**src/des_pkg.sv**
```systemverilog
package des_pkg;

    localparam int SECTOR_BYTES = 512;
    localparam int ENTRY_BYTES  = 32;
    localparam int SLOT_W       = 4;
    localparam int QUEUE_DEPTH  = 2;
    localparam int CFG_INDEX_W  = 2;

    localparam logic [7:0] MARK_END       = 8'h00;
    localparam logic [7:0] MARK_DELETED   = 8'hE5;
    localparam logic [7:0] ATTR_LONG_NAME = 8'h0F;

    localparam logic [CFG_INDEX_W-1:0] REG_TARGET_FRONT = 2'd0;
    localparam logic [CFG_INDEX_W-1:0] REG_TARGET_TAIL  = 2'd1;

    localparam logic [2:0] STATUS_CONTINUE  = 3'd0;
    localparam logic [2:0] STATUS_FOUND     = 3'd1;
    localparam logic [2:0] STATUS_END       = 3'd2;
    localparam logic [2:0] STATUS_EXHAUSTED = 3'd3;
    localparam logic [2:0] STATUS_IDLE      = 3'd4;

    typedef struct packed {
        logic              begin_search;
        logic              last_of_directory;
        logic [31:0]       entry_sector;
        logic [SLOT_W-1:0] entry_slot;
        logic [63:0]       entry_name_front;
        logic [23:0]       entry_name_tail;
        logic [7:0]        entry_attributes;
        logic [15:0]       entry_cluster_upper;
        logic [15:0]       entry_cluster_lower;
        logic [31:0]       entry_length;
    } entry_t;

    typedef struct packed {
        logic [2:0]        search_status;
        logic [31:0]       found_cluster;
        logic [7:0]        found_attributes;
        logic [31:0]       found_length;
        logic [31:0]       found_sector;
        logic [SLOT_W-1:0] found_slot;
        logic              free_known;
        logic [31:0]       free_sector_out;
        logic [SLOT_W-1:0] free_slot_out;
    } result_t;

    // Entry after classification, as it waits between the two halves.
    typedef struct packed {
        logic              begin_search;
        logic              last_of_directory;
        logic              is_end;
        logic              is_free;
        logic              is_match;
        logic [31:0]       sector;
        logic [SLOT_W-1:0] slot;
        logic [31:0]       cluster;
        logic [7:0]        attributes;
        logic [31:0]       length;
    } class_item_t;

endpackage

```
**src/des_front.sv**
```systemverilog
module des_front
(
    input  logic                  clk,
    input  logic                  rst_n,
    input  logic                  push,
    output logic                  full,
    input  des_pkg::entry_t       entry,
    input  logic [63:0]           target_front,
    input  logic [23:0]           target_tail,
    output logic                  mid_empty,
    input  logic                  mid_pop,
    output des_pkg::class_item_t  mid_item
);
    import des_pkg::*;

    class_item_t       cls;
    class_item_t       mem [QUEUE_DEPTH];
    logic              wr_ptr_reg;
    logic              wr_ptr_next;
    logic              rd_ptr_reg;
    logic              rd_ptr_next;
    logic [1:0]        count_reg;
    logic [1:0]        count_next;
    logic              do_push;
    logic              do_pop;

    always_comb
    begin
        cls.begin_search      = entry.begin_search;
        cls.last_of_directory = entry.last_of_directory;
        cls.is_end            = (entry.entry_name_front[7:0] == MARK_END);
        cls.is_free           = (entry.entry_name_front[7:0] == MARK_DELETED) ||
                                (entry.entry_attributes == ATTR_LONG_NAME);
        cls.is_match          = (entry.entry_name_front == target_front) &&
                                (entry.entry_name_tail == target_tail);
        cls.sector            = entry.entry_sector;
        cls.slot              = entry.entry_slot;
        cls.cluster           = {entry.entry_cluster_upper, entry.entry_cluster_lower};
        cls.attributes        = entry.entry_attributes;
        cls.length            = entry.entry_length;
    end

    assign full      = (count_reg == 2'(QUEUE_DEPTH));
    assign mid_empty = (count_reg == 2'd0);
    assign do_push   = push && !full;
    assign do_pop    = mid_pop && !mid_empty;
    assign mid_item  = mem[rd_ptr_reg];

    always_comb
    begin
        wr_ptr_next = do_push ? ~wr_ptr_reg : wr_ptr_reg;
        rd_ptr_next = do_pop ? ~rd_ptr_reg : rd_ptr_reg;
        count_next  = count_reg;
        if (do_push && !do_pop)
        begin
            count_next = count_reg + 2'd1;
        end
        else if (do_pop && !do_push)
        begin
            count_next = count_reg - 2'd1;
        end
    end

    always_ff @(posedge clk)
    begin
        if (do_push)
        begin
            mem[wr_ptr_reg] <= cls;
        end
    end

    always_ff @(posedge clk or negedge rst_n)
    begin
        if (!rst_n)
        begin
            wr_ptr_reg <= 1'b0;
            rd_ptr_reg <= 1'b0;
            count_reg  <= 2'd0;
        end
        else
        begin
            wr_ptr_reg <= wr_ptr_next;
            rd_ptr_reg <= rd_ptr_next;
            count_reg  <= count_next;
        end
    end

endmodule

```
**src/des_back.sv**
```systemverilog
module des_back
(
    input  logic                  clk,
    input  logic                  rst_n,
    input  logic                  mid_empty,
    output logic                  mid_pop,
    input  des_pkg::class_item_t  mid_item,
    output logic                  empty,
    input  logic                  pop,
    output des_pkg::result_t      result
);
    import des_pkg::*;

    logic              active_reg;
    logic              active_next;
    logic              seen_reg;
    logic              seen_next;
    logic [31:0]       kept_sector_reg;
    logic [31:0]       kept_sector_next;
    logic [SLOT_W-1:0] kept_slot_reg;
    logic [SLOT_W-1:0] kept_slot_next;
    result_t           res;
    result_t           mem [QUEUE_DEPTH];
    logic              wr_ptr_reg;
    logic              rd_ptr_reg;
    logic [1:0]        count_reg;
    logic [1:0]        count_next;
    logic              out_full;
    logic              do_step;
    logic              do_pop;

    assign out_full = (count_reg == 2'(QUEUE_DEPTH));
    assign empty    = (count_reg == 2'd0);
    assign do_step  = !mid_empty && !out_full;
    assign mid_pop  = do_step;
    assign do_pop   = pop && !empty;
    assign result   = mem[rd_ptr_reg];

    always_comb
    begin
        active_next      = mid_item.begin_search ? 1'b1 : active_reg;
        seen_next        = mid_item.begin_search ? 1'b0 : seen_reg;
        kept_sector_next = mid_item.begin_search ? 32'd0 : kept_sector_reg;
        kept_slot_next   = mid_item.begin_search ? '0 : kept_slot_reg;
        res              = '0;

        if (!active_next)
        begin
            res.search_status = STATUS_IDLE;
        end
        else
        begin
            if ((mid_item.is_end || mid_item.is_free) && !seen_next)
            begin
                seen_next        = 1'b1;
                kept_sector_next = mid_item.sector;
                kept_slot_next   = mid_item.slot;
            end

            if (mid_item.is_end)
            begin
                res.search_status = STATUS_END;
                active_next       = 1'b0;
            end
            else if (!mid_item.is_free && mid_item.is_match)
            begin
                res.search_status    = STATUS_FOUND;
                res.found_cluster    = mid_item.cluster;
                res.found_attributes = mid_item.attributes;
                res.found_length     = mid_item.length;
                res.found_sector     = mid_item.sector;
                res.found_slot       = mid_item.slot;
                active_next          = 1'b0;
            end
            else if (mid_item.last_of_directory)
            begin
                res.search_status = STATUS_EXHAUSTED;
                active_next       = 1'b0;
            end
            else
            begin
                res.search_status = STATUS_CONTINUE;
            end

            if (seen_next)
            begin
                res.free_known      = 1'b1;
                res.free_sector_out = kept_sector_next;
                res.free_slot_out   = kept_slot_next;
            end
        end
    end

    always_comb
    begin
        count_next = count_reg;
        if (do_step && !do_pop)
        begin
            count_next = count_reg + 2'd1;
        end
        else if (do_pop && !do_step)
        begin
            count_next = count_reg - 2'd1;
        end
    end

    always_ff @(posedge clk)
    begin
        if (do_step)
        begin
            mem[wr_ptr_reg] <= res;
        end
    end

    always_ff @(posedge clk or negedge rst_n)
    begin
        if (!rst_n)
        begin
            active_reg      <= 1'b0;
            seen_reg        <= 1'b0;
            kept_sector_reg <= 32'd0;
            kept_slot_reg   <= '0;
            wr_ptr_reg      <= 1'b0;
            rd_ptr_reg      <= 1'b0;
            count_reg       <= 2'd0;
        end
        else
        begin
            if (do_step)
            begin
                active_reg      <= active_next;
                seen_reg        <= seen_next;
                kept_sector_reg <= kept_sector_next;
                kept_slot_reg   <= kept_slot_next;
                wr_ptr_reg      <= ~wr_ptr_reg;
            end
            if (do_pop)
            begin
                rd_ptr_reg <= ~rd_ptr_reg;
            end
            count_reg <= count_next;
        end
    end

endmodule

```
**src/directory_entry_search.sv**
```systemverilog
// Short-name lookup over a stream of 32-byte directory entries.
// Write the target name through the configuration channel (index 0 for
// bytes 0 to 7, index 1 for bytes 8 to 10) while no search is in flight;
// cfg_ready is always high.
// Entries enter as items through push and full, one per cycle while full
// is low; the item that starts a search carries begin_search. Every item
// gives exactly one result item, read through empty and pop in input order.
// An entry is classified on the cycle it is accepted and waits in a
// two-entry queue; the search state updates as it leaves that queue, and
// the result lands in a two-entry output queue. A result is registered in
// the output queue after its item has passed through the classified queue,
// and one item per cycle is sustained as long as results are popped at
// that rate.
// When results are not popped, the output queue fills, the classified
// queue behind it fills, and full rises; nothing is dropped.
// Reset clears both queues, ends any search and sets the target name to
// zero.
module directory_entry_search
(
    input  logic                                 clk,
    input  logic                                 rst_n,
    input  logic                                 push,
    output logic                                 full,
    input  des_pkg::entry_t                      entry,
    output logic                                 empty,
    input  logic                                 pop,
    output des_pkg::result_t                     result,
    input  logic                                 cfg_valid,
    output logic                                 cfg_ready,
    input  logic [des_pkg::CFG_INDEX_W-1:0]      cfg_index,
    input  logic [63:0]                          cfg_data
);
    import des_pkg::*;

    logic [63:0]  target_front_reg;
    logic [23:0]  target_tail_reg;
    logic         mid_empty;
    logic         mid_pop;
    class_item_t  mid_item;

    assign cfg_ready = 1'b1;

    always_ff @(posedge clk or negedge rst_n)
    begin
        if (!rst_n)
        begin
            target_front_reg <= 64'd0;
            target_tail_reg  <= 24'd0;
        end
        else if (cfg_valid && cfg_ready)
        begin
            case (cfg_index)
                REG_TARGET_FRONT: target_front_reg <= cfg_data;
                REG_TARGET_TAIL:  target_tail_reg  <= cfg_data[23:0];
                default:          ;
            endcase
        end
    end

    des_front u_front
    (
        .clk          (clk),
        .rst_n        (rst_n),
        .push         (push),
        .full         (full),
        .entry        (entry),
        .target_front (target_front_reg),
        .target_tail  (target_tail_reg),
        .mid_empty    (mid_empty),
        .mid_pop      (mid_pop),
        .mid_item     (mid_item)
    );

    des_back u_back
    (
        .clk       (clk),
        .rst_n     (rst_n),
        .mid_empty (mid_empty),
        .mid_pop   (mid_pop),
        .mid_item  (mid_item),
        .empty     (empty),
        .pop       (pop),
        .result    (result)
    );

endmodule
```
**config.mk**
```make
export PLATFORM = sky130hd
export DESIGN_NAME = directory_entry_search
export DESIGN_NICKNAME = d
export VERILOG_FILES = /design/src/des_pkg.sv /design/src/des_front.sv /design/src/des_back.sv /design/src/directory_entry_search.sv
export SDC_FILE = /design/constraint.sdc
export NUM_CORES = 1
export LEC_CHECK = 0
export ABC_AREA = 1
export BUFFER_PORTS_ARGS = -buffer_cell sky130_fd_sc_hd__buf_2
export CAP_MARGIN = 20
export CORE_UTILIZATION = 47
export DETAILED_ROUTE_END_ITERATION = 7
export GPL_ROUTABILITY_DRIVEN = 0
export GPL_TIMING_DRIVEN = 1
export PLACE_DENSITY = 0.67
export RECOVER_POWER = 100
export SYNTH_ARGS = -nofsm -noshare
export SYNTH_HDL_FRONTEND = slang
export SYNTH_SLANG_ARGS = --single-unit
```
**constraint.sdc**
```tcl
create_clock -name clk -period 20.2 [get_ports clk]
set_input_delay 6.06 -clock clk [delete_from_list [all_inputs] [get_ports clk]]
set_output_delay 6.06 -clock clk [all_outputs]
set_load 0.005 [all_outputs]
```
==> results of run 1 <==
-- path summary, 6_finish.rpt --
kind,to,cells past startpoint,start,slack (ns)
max in group asynchronous,target_tail_reg[6],2,rst_n,8.34
min in group asynchronous,target_front_reg[49],1,rst_n,6.99
hold / removal,u_back.kept_sector_reg[22],2,u_back.kept_sector_reg[22],0.49
hold reg to reg,u_back.kept_sector_reg[22],2,u_back.kept_sector_reg[22],0.49
setup / recovery,result[26],5,u_back.rd_ptr_reg,6.80
setup reg to reg,u_back.mem[1][82],8,u_front.rd_ptr_reg,10.42
-- worst reg2reg max path, stage by stage, from the launching register on --
cell and delay (ns):
dfrtp_1 1.26, inv_1 0.33, clkbuf_1 2.75, nand2_1 0.27
nand2_1 0.21, a21oi_1 0.10, nand3_1 1.12, clkbuf_1 2.87
a21oi_1 0.41
-- metal layers --
layer / GRT usage [%] / vias to the layer above / share of wire, %
met2: 37.7 / 546 / 50
met4: 9.44 / 8 / 3.2
li1: - / 8667 / -
met5: 0 / - / 0.091
met3: 5.56 / 112 / 7.2
met1: 26.1 / 8362 / 39
-- final cells by class --
cell class / instances / area, sq um
diodes: 11 / 27.5
clock buffers: 91 / 1930
clock inverters: 31 / 231
multi-input cells: 1465 / 6380
inverters: 172 / 647
repair buffers: 436 / 2000
flip-flops and latches: 656 / 19000
well taps: 748 / 936
fillers: 4799 / 24300
-- power by group through the flow --
stage	logic, uW	registers [uW]	clock network [uW]
2_1_floorplan	997	2310	0
3_3_place_gp	1530	2310	0
3_5_place_dp	1570	2320	0
4_1_cts	1570	2300	1230
5_1_grt	1700	2380	1280
6_report	1510	2330	1210
-- cell families after synthesis --
group	after synthesis	share of synthesized area (%)
flops	656	71.5
other cells	1	0.0141
xor+xnor	50	1.65
fa+ha+maj	2	0.0941
buf+inv	278	4.32
simple gates	1135	16.3
compound gates	243	4.63
mux	34	1.42
-- through the flow --
stage | total power [uW] | setup WS, ns | utilization (%) | instances | hold slack [ns]
floorplan | 3310 | 8.69 | - | 2399 | 0.453
global placement | 3840 | 11.46 | 52.8 | 3477 | 0.467
detailed placement | 3890 | 11.40 | 52.8 | 3477 | 0.478
CTS | 5110 | 10.76 | 56.7 | 3599 | 0.492
global route | 5360 | 6.25 | 56.2 | 3607 | 0.520
finish | 5050 | 6.80 | 56.2 | 3610 | 0.492
-- layout by cell type, fill, tap and decap left out, drive strengths merged --
master and instances:
o22ai 1, nor3 3, inv 173, mux2i 5, mux2 29, o21ai 155
nand2 936, buf 284, xor2 10, nand3b 1, nor4 1, xnor2 40
nand4 2, a21oi 87, clkbuf 243, nor2 182, edfxtp 522, diode 11
nand3 8, dfrtp 134, clkinvlp 5, conb 1, clkinv 23, bufinv 2
ha 2, nor3b 1, or4 1
==> impl_metrics.env, run 1 <==
export IMPL_hold_violations=0
export IMPL_start_util_pct=47.9
export IMPL_synthesis_nets=2670
export IMPL_synthFlopType="edfxtp_1"
export IMPL_routedWlPerCell_um=17.6
export IMPL_cp_cell_sequence="clkinvlp_2, buf_4, nand2_1, nand2_1, buf_2"
export IMPL_layout_drive_gt1_share_pct=14.6
export IMPL_vias_per_cell=4.90
export IMPL_worst_pin_slew_ns=4.39
export IMPL_crit_buf_inv=3
export IMPL_hold_buffers=0
export IMPL_seqPwrFrac_pct=46.2
export IMPL_synth_cell_type_count=35
export IMPL_drt_first_iter_violations=1033
export IMPL_cpMostUsedCell="nand2_1"
export IMPL_syn_to_final_growth_pct=17.3
export IMPL_synth_top_area_share_pct=58.9
export IMPL_rsz0062_at_grt="false"
export IMPL_netlist_top_cells_area="edfxtp_1 (59%), nand2_1 (13%), dfrtp_1 (13%), nor2_1 (2.5%), inv_1 (2.4%)"
export IMPL_synth_seq_cells=656
export IMPL_drt_wl_total_um=63500
export IMPL_netlist_top_cells_count="nand2_1 (933), edfxtp_1 (522), nor2_1 (179)"
export IMPL_power_switching_uw=1760
export IMPL_power_density_nw_per_um2=162
export IMPL_finClkSkew_ns=0.0258
export IMPL_grt_start_max_net_pins=100
export IMPL_cts_buffers=69
export IMPL_crit_fanout=81
export IMPL_pin_count=420
export IMPL_route_antenna_remaining_nets=0
export IMPL_critPathTopFamily="buffers and inverters"
export IMPL_postSynth_asyncResetShare_pct=20.4
export IMPL_slowest_delay_ns=3.21
export IMPL_cp_start_kind="flop"
export IMPL_dpl_cell_area_sq_um=29300
export IMPL_p_leak_uw=0.0133
export IMPL_status="finished with violations"
export IMPL_cts_tree="done"
export IMPL_clkTransAtPathRegs_ns=0.06
export IMPL_finalNetCount=3071
export IMPL_clk_latency_ns=0.60
export IMPL_ys_seq_area_share_pct=71.5
export IMPL_dieArea_sq_um=57500
export IMPL_syn_area_sq_um=26600
export IMPL_dieHeight_um=240
export IMPL_clock_sinks=656
export IMPL_drc=0
export IMPL_endpoint_kind="output pin"
export IMPL_postCtsSetupBuffers=0
export IMPL_violations="max-capacitance violations, max-slew violations"
export IMPL_core_area_sq_um=55500
export IMPL_grt_pass1_wl_um=95400
export IMPL_fin_crit_sh_pct=66.3
export IMPL_grt_pass1_vias=17600
export IMPL_gr_total_overflow=0
export IMPL_yosys_warnings=0
export IMPL_gr_usage_all_layers_pct=21.9
export IMPL_critPathSlowestCell="clkinvlp_2"
export IMPL_p_int_uw=3290
export IMPL_finalCriticalPeriod_ns=13.40
export IMPL_setup_viol=0
export IMPL_synth_edff_count=522
export IMPL_crit_type="flop to output pin"
export IMPL_first_pass_iters=6
export IMPL_p_clk_share_pct=23.9
export IMPL_synthCells=2399
export IMPL_fmax_mhz=74.6
export IMPL_design_area_sq_um=31200
export IMPL_cts_path_max_buffers=3
export IMPL_cts_resized=0
export IMPL_fp_dieW_um=240
export IMPL_combPwrFrac_pct=29.8
export IMPL_cap_violations=22
export IMPL_largest_reg_flops=296
export IMPL_yosysMostFrequentCell="nand2_1"
export IMPL_vdd_drop_max_mv=0.120
export IMPL_yosys_area_top_type="edfxtp_1"
export IMPL_place_hpwl_um=41600
export IMPL_cp_arrival_ns=7.34
export IMPL_routed_via_count=17700
export IMPL_hp_class="flop to flop"
export IMPL_cts_htree_levels=3
export IMPL_swShare_pct=34.9
export IMPL_portBuffers=418
export IMPL_setup_tns_final_ns=0
export IMPL_antenna_found_initial=16
export IMPL_slew_headroom_pct=-193
export IMPL_drv_slew=1246
export IMPL_rows=86
export IMPL_cts_root_buf="clkbuf_16"
export IMPL_crit_required_ns=14.14
export IMPL_synth_avg_cell_area_sq_um=11.1
No activity file was read; power rests on OpenSTA's default activity.
==> inputs of run 2 (changes only) <==
- ABC_AREA: 1 -> 0
- PLACE_DENSITY: 0.67 -> 0.7
- clock period: 20.2 -> 12.2 ns (I/O delays scaled with it)
==> run 2 against run 1 <==
The flow still finishes with violations (max-capacitance violations, max-slew violations); largest cell class unchanged; combinational power increased by 58%; critical path depth shrank 2; critical path type is now input pin to flop; count of clock-buffer cells in the layout up 6; first-iteration DRC count is 27% lower; register-to-register slack lost 6.3 ns; clock power rose by 75%; hold slack worse by 0.0024 ns.
==> impl_metrics.env, run 2 <==
export IMPL_critPathTopFamily="buffers and inverters"
export IMPL_grt_pass1_wl_um=89700
export IMPL_synth_seq_cells=656
export IMPL_postCtsSetupBuffers=0
export IMPL_syn_to_final_growth_pct=18.4
export IMPL_seqCellArea_sq_um=19000
export IMPL_p_leak_uw=0.0117
export IMPL_combPwrFrac_pct=28.8
export IMPL_cts_root_buf="clkbuf_16"
export IMPL_power_density_nw_per_um2=270
export IMPL_crit_fanout=73
export IMPL_yosys_warnings=0
export IMPL_setup_tns_final_ns=0
export IMPL_synth_edff_count=522
export IMPL_first_pass_iters=7
export IMPL_seqPwrFrac_pct=45.7
export IMPL_fin_util_pct=56.8
export IMPL_worst_pin_slew_ns=5.18
export IMPL_cts_tree="done"
export IMPL_crit_buf_inv=2
export IMPL_status="finished with violations"
export IMPL_grt_pass1_vias=15100
export IMPL_drv_slew=652
export IMPL_finalHoldWorstSlack_ns=0.489
export IMPL_finClkSkew_ns=0.0125
export IMPL_synth_top_area_share_pct=60.3
export IMPL_fmax_mhz=115
export IMPL_antenna_found_initial=9
export IMPL_cpMostUsedCell="clkbuf_1"
export IMPL_start_util_pct=48.0
export IMPL_endpoint_kind="flop"
export IMPL_dieHeight_um=237
export IMPL_cp_arrival_ns=8.80
export IMPL_critPathSlowestCell="clkbuf_1"
export IMPL_multi_input_area_sq_um=6410
export IMPL_final_cell_mix="edfxtp_1 (522), buf_2 (304), mux2_2 (218), clkbuf_1 (137), dfrtp_1 (134)"
export IMPL_crit_required_ns=12.29
export IMPL_grt_start_max_net_pins=79
export IMPL_synthCells=1506
export IMPL_routed_via_count=14300
export IMPL_largest_reg_flops=296
export IMPL_layout_drive_gt1_share_pct=32.3
export IMPL_routedWlPerCell_um=22.3
export IMPL_fin_crit_sh_pct=71.4
export IMPL_synthesis_nets=1777
export IMPL_cts_resized=0
export IMPL_vdd_drop_max_mv=0.145
export IMPL_synthFlopType="edfxtp_1"
export IMPL_swShare_pct=30.8
export IMPL_drt_first_iter_violations=749
export IMPL_cap_violations=13
export IMPL_syn_area_sq_um=26000
export IMPL_portBuffers=418
export IMPL_p_clk_share_pct=25.5
export IMPL_violations="max-capacitance violations, max-slew violations"
export IMPL_netlist_top_cells_count="edfxtp_1 (522), mux2_2 (236), dfrtp_1 (134)"
export IMPL_clkTransAtPathRegs_ns=0.06
export IMPL_dieArea_sq_um=56300
export IMPL_rsz0062_at_grt="false"
export IMPL_vias_per_cell=5.29
export IMPL_cts_htree_levels=3
export IMPL_ys_seq_area_share_pct=73.1
export IMPL_rows=85
export IMPL_postSynth_asyncResetShare_pct=20.4
export IMPL_final_common_cell="edfxtp_1"
export IMPL_final_fill_count=4343
export IMPL_clk_latency_ns=0.59
export IMPL_met2_usage_pct=37.6
export IMPL_cp_cell_sequence="clkbuf_1, and3_1, clkbuf_1"
export IMPL_grt_use_met1_pct=25.2
export IMPL_route_antenna_remaining_nets=0
export IMPL_cts_path_max_buffers=3
export IMPL_crit_type="input pin to flop"
export IMPL_yosys_area_top_type="edfxtp_1"
export IMPL_slowest_delay_ns=3.28
export IMPL_hold_violations=0
export IMPL_top_usage_layer="met2"
export IMPL_finalCriticalPeriod_ns=8.72
export IMPL_setup_viol=0
export IMPL_fin_total_pwr_uw=8310
export IMPL_clock_sinks=656
export IMPL_gr_usage_all_layers_pct=21.4
export IMPL_fp_dieW_um=237
export IMPL_netlist_top_cells_area="edfxtp_1 (60%), dfrtp_1 (13%), mux2_2 (10%), mux2i_1 (4.2%), xnor2_1 (2.1%)"
export IMPL_synth_avg_cell_area_sq_um=17.3
export IMPL_power_switching_uw=2560
export IMPL_cts_buffers=69
export IMPL_grtUsageMet3_pct=5.09
export IMPL_drt_wl_total_um=60200
export IMPL_cp_start_kind="input pin"
export IMPL_hold_buffers=0
export IMPL_yosysMostFrequentCell="edfxtp_1"
export IMPL_slew_headroom_pct=-246
export IMPL_gr_total_overflow=0
export IMPL_finalNetCount=2215
export IMPL_pin_count=420
export IMPL_p_int_uw=5750
export IMPL_hp_class="flop to flop"
export IMPL_drc=0
export IMPL_synth_cell_type_count=40
export IMPL_place_hpwl_um=40100
export IMPL_core_area_sq_um=54200
## run 2: area by class of cell
class | instances | share of cell area (%)
Multi-Input combinational cell | 767 | 20.8
Sequential cell | 656 | 61.8
Clock buffer | 97 | 6.51
Timing Repair Buffer | 439 | 6.89
Clock inverter | 30 | 1.03
Antenna cell | 4 | 0.0325
Tap cell | 696 | 2.83
Inverter | 11 | 0.134
## run 2: worst register-to-register path, delay by kind of cell (launching register included)
kind / cells / cell delay [ns]
compound gates: 2 / 0.98
buf+inv: 2 / 3.61
flops: 1 / 1.27
simple gates: 3 / 2.10
## run 2: cell families (layout without fill, tap and decap cells)
kind of cell	after synthesis	count (layout)	synth area share, %
compound gates	88	88	3.13
xor+xnor	98	98	3.30
fa+ha+maj	2	2	0.0962
buf+inv	83	577	1.54
flops	656	656	73.1
mux	346	346	14.4
other cells	1	5	0.0144
simple gates	232	232	4.32
## run 2: worst paths after layout
path / from / cells past startpoint / end / slack, ns
max in group asynchronous: rst_n / 2 / u_back.kept_sector_reg[4] / 5.21
min in group asynchronous: rst_n / 1 / target_front_reg[61] / 4.47
setup reg to reg: u_front.rd_ptr_reg / 7 / u_back.kept_sector_reg[8] / 4.10
hold reg to reg: u_back.kept_slot_reg[3] / 1 / u_back.kept_slot_reg[3] / 0.49
setup / recovery: push / 3 / u_front.mem[1][111] / 3.48
hold / removal: u_back.kept_slot_reg[3] / 1 / u_back.kept_slot_reg[3] / 0.49
## run 2: routing by layer
layer	vias up	share of wire [%]
met5	-	0.088
met1	7176	39
li1	6545	-
met4	8	3.0
met2	456	52
met3	109	6.2
## run 2: power by group through the flow
stage | clock network, uW | logic [uW] | registers [uW]
final | 2120 | 2390 | 3800
after global routing | 2250 | 2600 | 3870
after detailed placement | 0 | 2460 | 3840
after floorplan | 0 | 1610 | 3750
after global placement | 0 | 2400 | 3810
after CTS | 2160 | 2470 | 3800
## run 2: per-stage QoR
step	std cells	area (sq um)	setup slack [ns]
after CTS	2693	31200	5.14
after global placement	2565	28800	5.75
after global routing	2699	30800	2.98
after floorplan	1506	26000	3.17
final	2700	30800	3.48
after detailed placement	2566	28800	5.73
==> inputs of run 3 (changes only) <==
- ABC_AREA: 0 -> 1
- clock period: 12.2 -> 7.11 ns (I/O delays scaled with it)
==> run 3 against run 2 <==
The run still ends with max-capacitance violations, max-slew violations left; sequential share of layout area is 1.2 points lower; worst setup slack worse by 2.1 ns; die area increased by 2.2%; global-route usage is 0.69 points higher; core utilization down 0.23 points; flip-flop and latch count unchanged; count of clock-buffer cells in the layout unchanged; clock power up 73%; clock skew increased by 0.0093 ns; routed wire length up 7.1%; critical path type is now flop to output pin.
==> impl_metrics.env, run 3 (synthesis results as in run 1) <==
export IMPL_p_clk_share_pct=25.1
export IMPL_grt_pass1_wl_um=96100
export IMPL_dieHeight_um=240
export IMPL_crit_buf_inv=2
export IMPL_slew_headroom_pct=-143
export IMPL_worst_pin_slew_ns=3.64
export IMPL_cts_resized=0
export IMPL_hold_depth=2
export IMPL_cts_tree="done"
export IMPL_drt_wl_total_um=64500
export IMPL_fin_cells=3618
export IMPL_postCtsSetupBuffers=0
export IMPL_cpMostUsedCell="nand2_1"
export IMPL_min_from="u_back.kept_sector_reg[22]"
export IMPL_worstReg2RegStart="u_front.rd_ptr_reg"
export IMPL_endpoint_kind="output pin"
export IMPL_antenna_found_initial=13
export IMPL_met2_usage_pct=37.2
export IMPL_worst_path_stages=4
export IMPL_crit_required_ns=4.98
export IMPL_p_int_uw=9480
export IMPL_setup_viol=0
export IMPL_pin_count=420
export IMPL_drv_slew=834
export IMPL_placedCellCount=3480
export IMPL_fin_util_pct=56.6
export IMPL_critPathTopFamily="buffers and inverters"
export IMPL_portBuffers=418
export IMPL_clock_sinks=656
export IMPL_setup_tns_final_ns=0
export IMPL_first_pass_iters=5
export IMPL_final_common_cell="nand2_1"
export IMPL_critPathSlowestCell="clkbuf_2"
export IMPL_grt_use_met1_pct=26.0
export IMPL_finalNetCount=3075
export IMPL_combPwrFrac_pct=29.2
export IMPL_start_util_pct=47.9
export IMPL_seqCellArea_sq_um=19000
export IMPL_cts_htree_levels=3
export IMPL_slowest_delay_ns=1.58
export IMPL_grtUsageMet3_pct=5.65
export IMPL_seqPwrFrac_pct=45.6
export IMPL_power_switching_uw=5090
export IMPL_power_density_nw_per_um2=464
export IMPL_rows=86
export IMPL_setup_ws_ns=1.39
export IMPL_cp_arrival_ns=3.59
export IMPL_final_cell_mix="nand2_1 (935), edfxtp_1 (522), buf_2 (267), nor2_1 (179), clkbuf_1 (174)"
export IMPL_vias_per_cell=5.00
export IMPL_crit_start="u_back.rd_ptr_reg"
export IMPL_fin_crit_sh_pct=80.5
export IMPL_vdd_drop_max_mv=0.256
export IMPL_status="finished with violations"
export IMPL_grt_pass1_vias=17700
export IMPL_fin_total_pwr_uw=14600
export IMPL_cts_path_max_buffers=3
export IMPL_hp_class="flop to flop"
export IMPL_p_leak_uw=0.0134
export IMPL_syn_to_final_growth_pct=18.1
export IMPL_finalCriticalPeriod_ns=5.72
export IMPL_cts_buffers=70
export IMPL_largest_reg_flops=296
export IMPL_top_usage_layer="met2"
export IMPL_rsz0062_at_grt="false"
export IMPL_finClkSkew_ns=0.0218
export IMPL_clk_latency_ns=0.60
export IMPL_ff2ff_path_depth=8
export IMPL_hold_buffers=0
export IMPL_fmax_mhz=175
export IMPL_final_fill_count=4721
export IMPL_routedWlPerCell_um=17.8
export IMPL_fp_dieW_um=240
export IMPL_drc=0
export IMPL_layout_drive_gt1_share_pct=14.8
export IMPL_place_hpwl_um=42100
export IMPL_gr_usage_all_layers_pct=22.1
export IMPL_gr_total_overflow=0
export IMPL_dp_slack_ns=2.58
export IMPL_crit_type="flop to output pin"
export IMPL_clkTransAtPathRegs_ns=0.06
export IMPL_swShare_pct=35.0
export IMPL_cap_violations=14
export IMPL_routed_via_count=18100
export IMPL_route_antenna_remaining_nets=0
export IMPL_hold_violations=0
export IMPL_cts_root_buf="clkbuf_16"
export IMPL_multi_input_area_sq_um=6410
export IMPL_cp_cell_sequence="clkbuf_2, nand2_1, nand2_1, clkbuf_1"
export IMPL_dieArea_sq_um=57500
export IMPL_grt_start_max_net_pins=115
export IMPL_cp_start_kind="flop"
export IMPL_core_area_sq_um=55500
export IMPL_drt_first_iter_violations=1357
export IMPL_crit_fanout=92
export IMPL_violations="max-capacitance violations, max-slew violations"
run 3: cell types whose count changed in the layout (fill, tap and decap cells not counted), moves of 37 or more:
cell	delta
nor2_1	+63
o21ai_0	+119
a21oi_1	+52
inv_1	+157
clkbuf_1	+37
mux2_2	-189
buf_2	-37
mux2i_1	-104
nand2_1	+932
run 3: worst register-to-register path: cells and delay by family (launching register included):
family	cells	cell delay (ns)
flip-flops	1	2.14
buffers and inverters	3	1.87
AND/OR/NAND/NOR	4	1.13
AO/OA/AOI/OAI	1	0.33
run 3: worst paths after layout:
kind                                              endpoint  slack (ns)
worst max-delay path                           result[128]        1.39
worst min-delay path            u_back.kept_sector_reg[22]        0.49
worst max register to register          u_back.mem[1][143]        1.47
worst min register to register  u_back.kept_sector_reg[22]        0.49
max in group asynchronous          u_back.kept_slot_reg[2]        1.99
min in group asynchronous             target_front_reg[34]        1.57
run 3: routing by layer:
metal,wire length [um],share of wire (%),vias to the layer above
met5,69,0.11,-
met4,2740,4.3,10
met2,32100,50,654
met1,24700,38,8584
li1,-,-,8679
met3,4840,7.5,147
run 3: through the flow:
step | hold slack (ns) | area [sq um]
4_1_cts | 0.489 | 31700
3_3_place_gp | 0.469 | 29300
5_1_grt | 0.515 | 31400
6_report | 0.487 | 31400
2_1_floorplan | 0.453 | 26600
3_5_place_dp | 0.474 | 29300
run 3: power by group through the flow:
stage                     combinational (uW)  clock [uW]  sequential [uW]
after global routing                    4790        3880             6770
after detailed placement                4440           0             6620
after CTS                               4460        3730             6550
after global placement                  4350           0             6580
final                                   4260        3660             6650
after floorplan                         2840           0             6440
run 3: area by class of cell:
type                            count  area share (%)
Clock inverter                     32            1.04
Sequential cell                   656            60.6
Antenna cell                        9          0.0717
Tap cell                          748            2.98
Inverter                          172            2.06
Clock buffer                       97            6.39
Multi-Input combinational cell   1465            20.4
Timing Repair Buffer              439            6.43
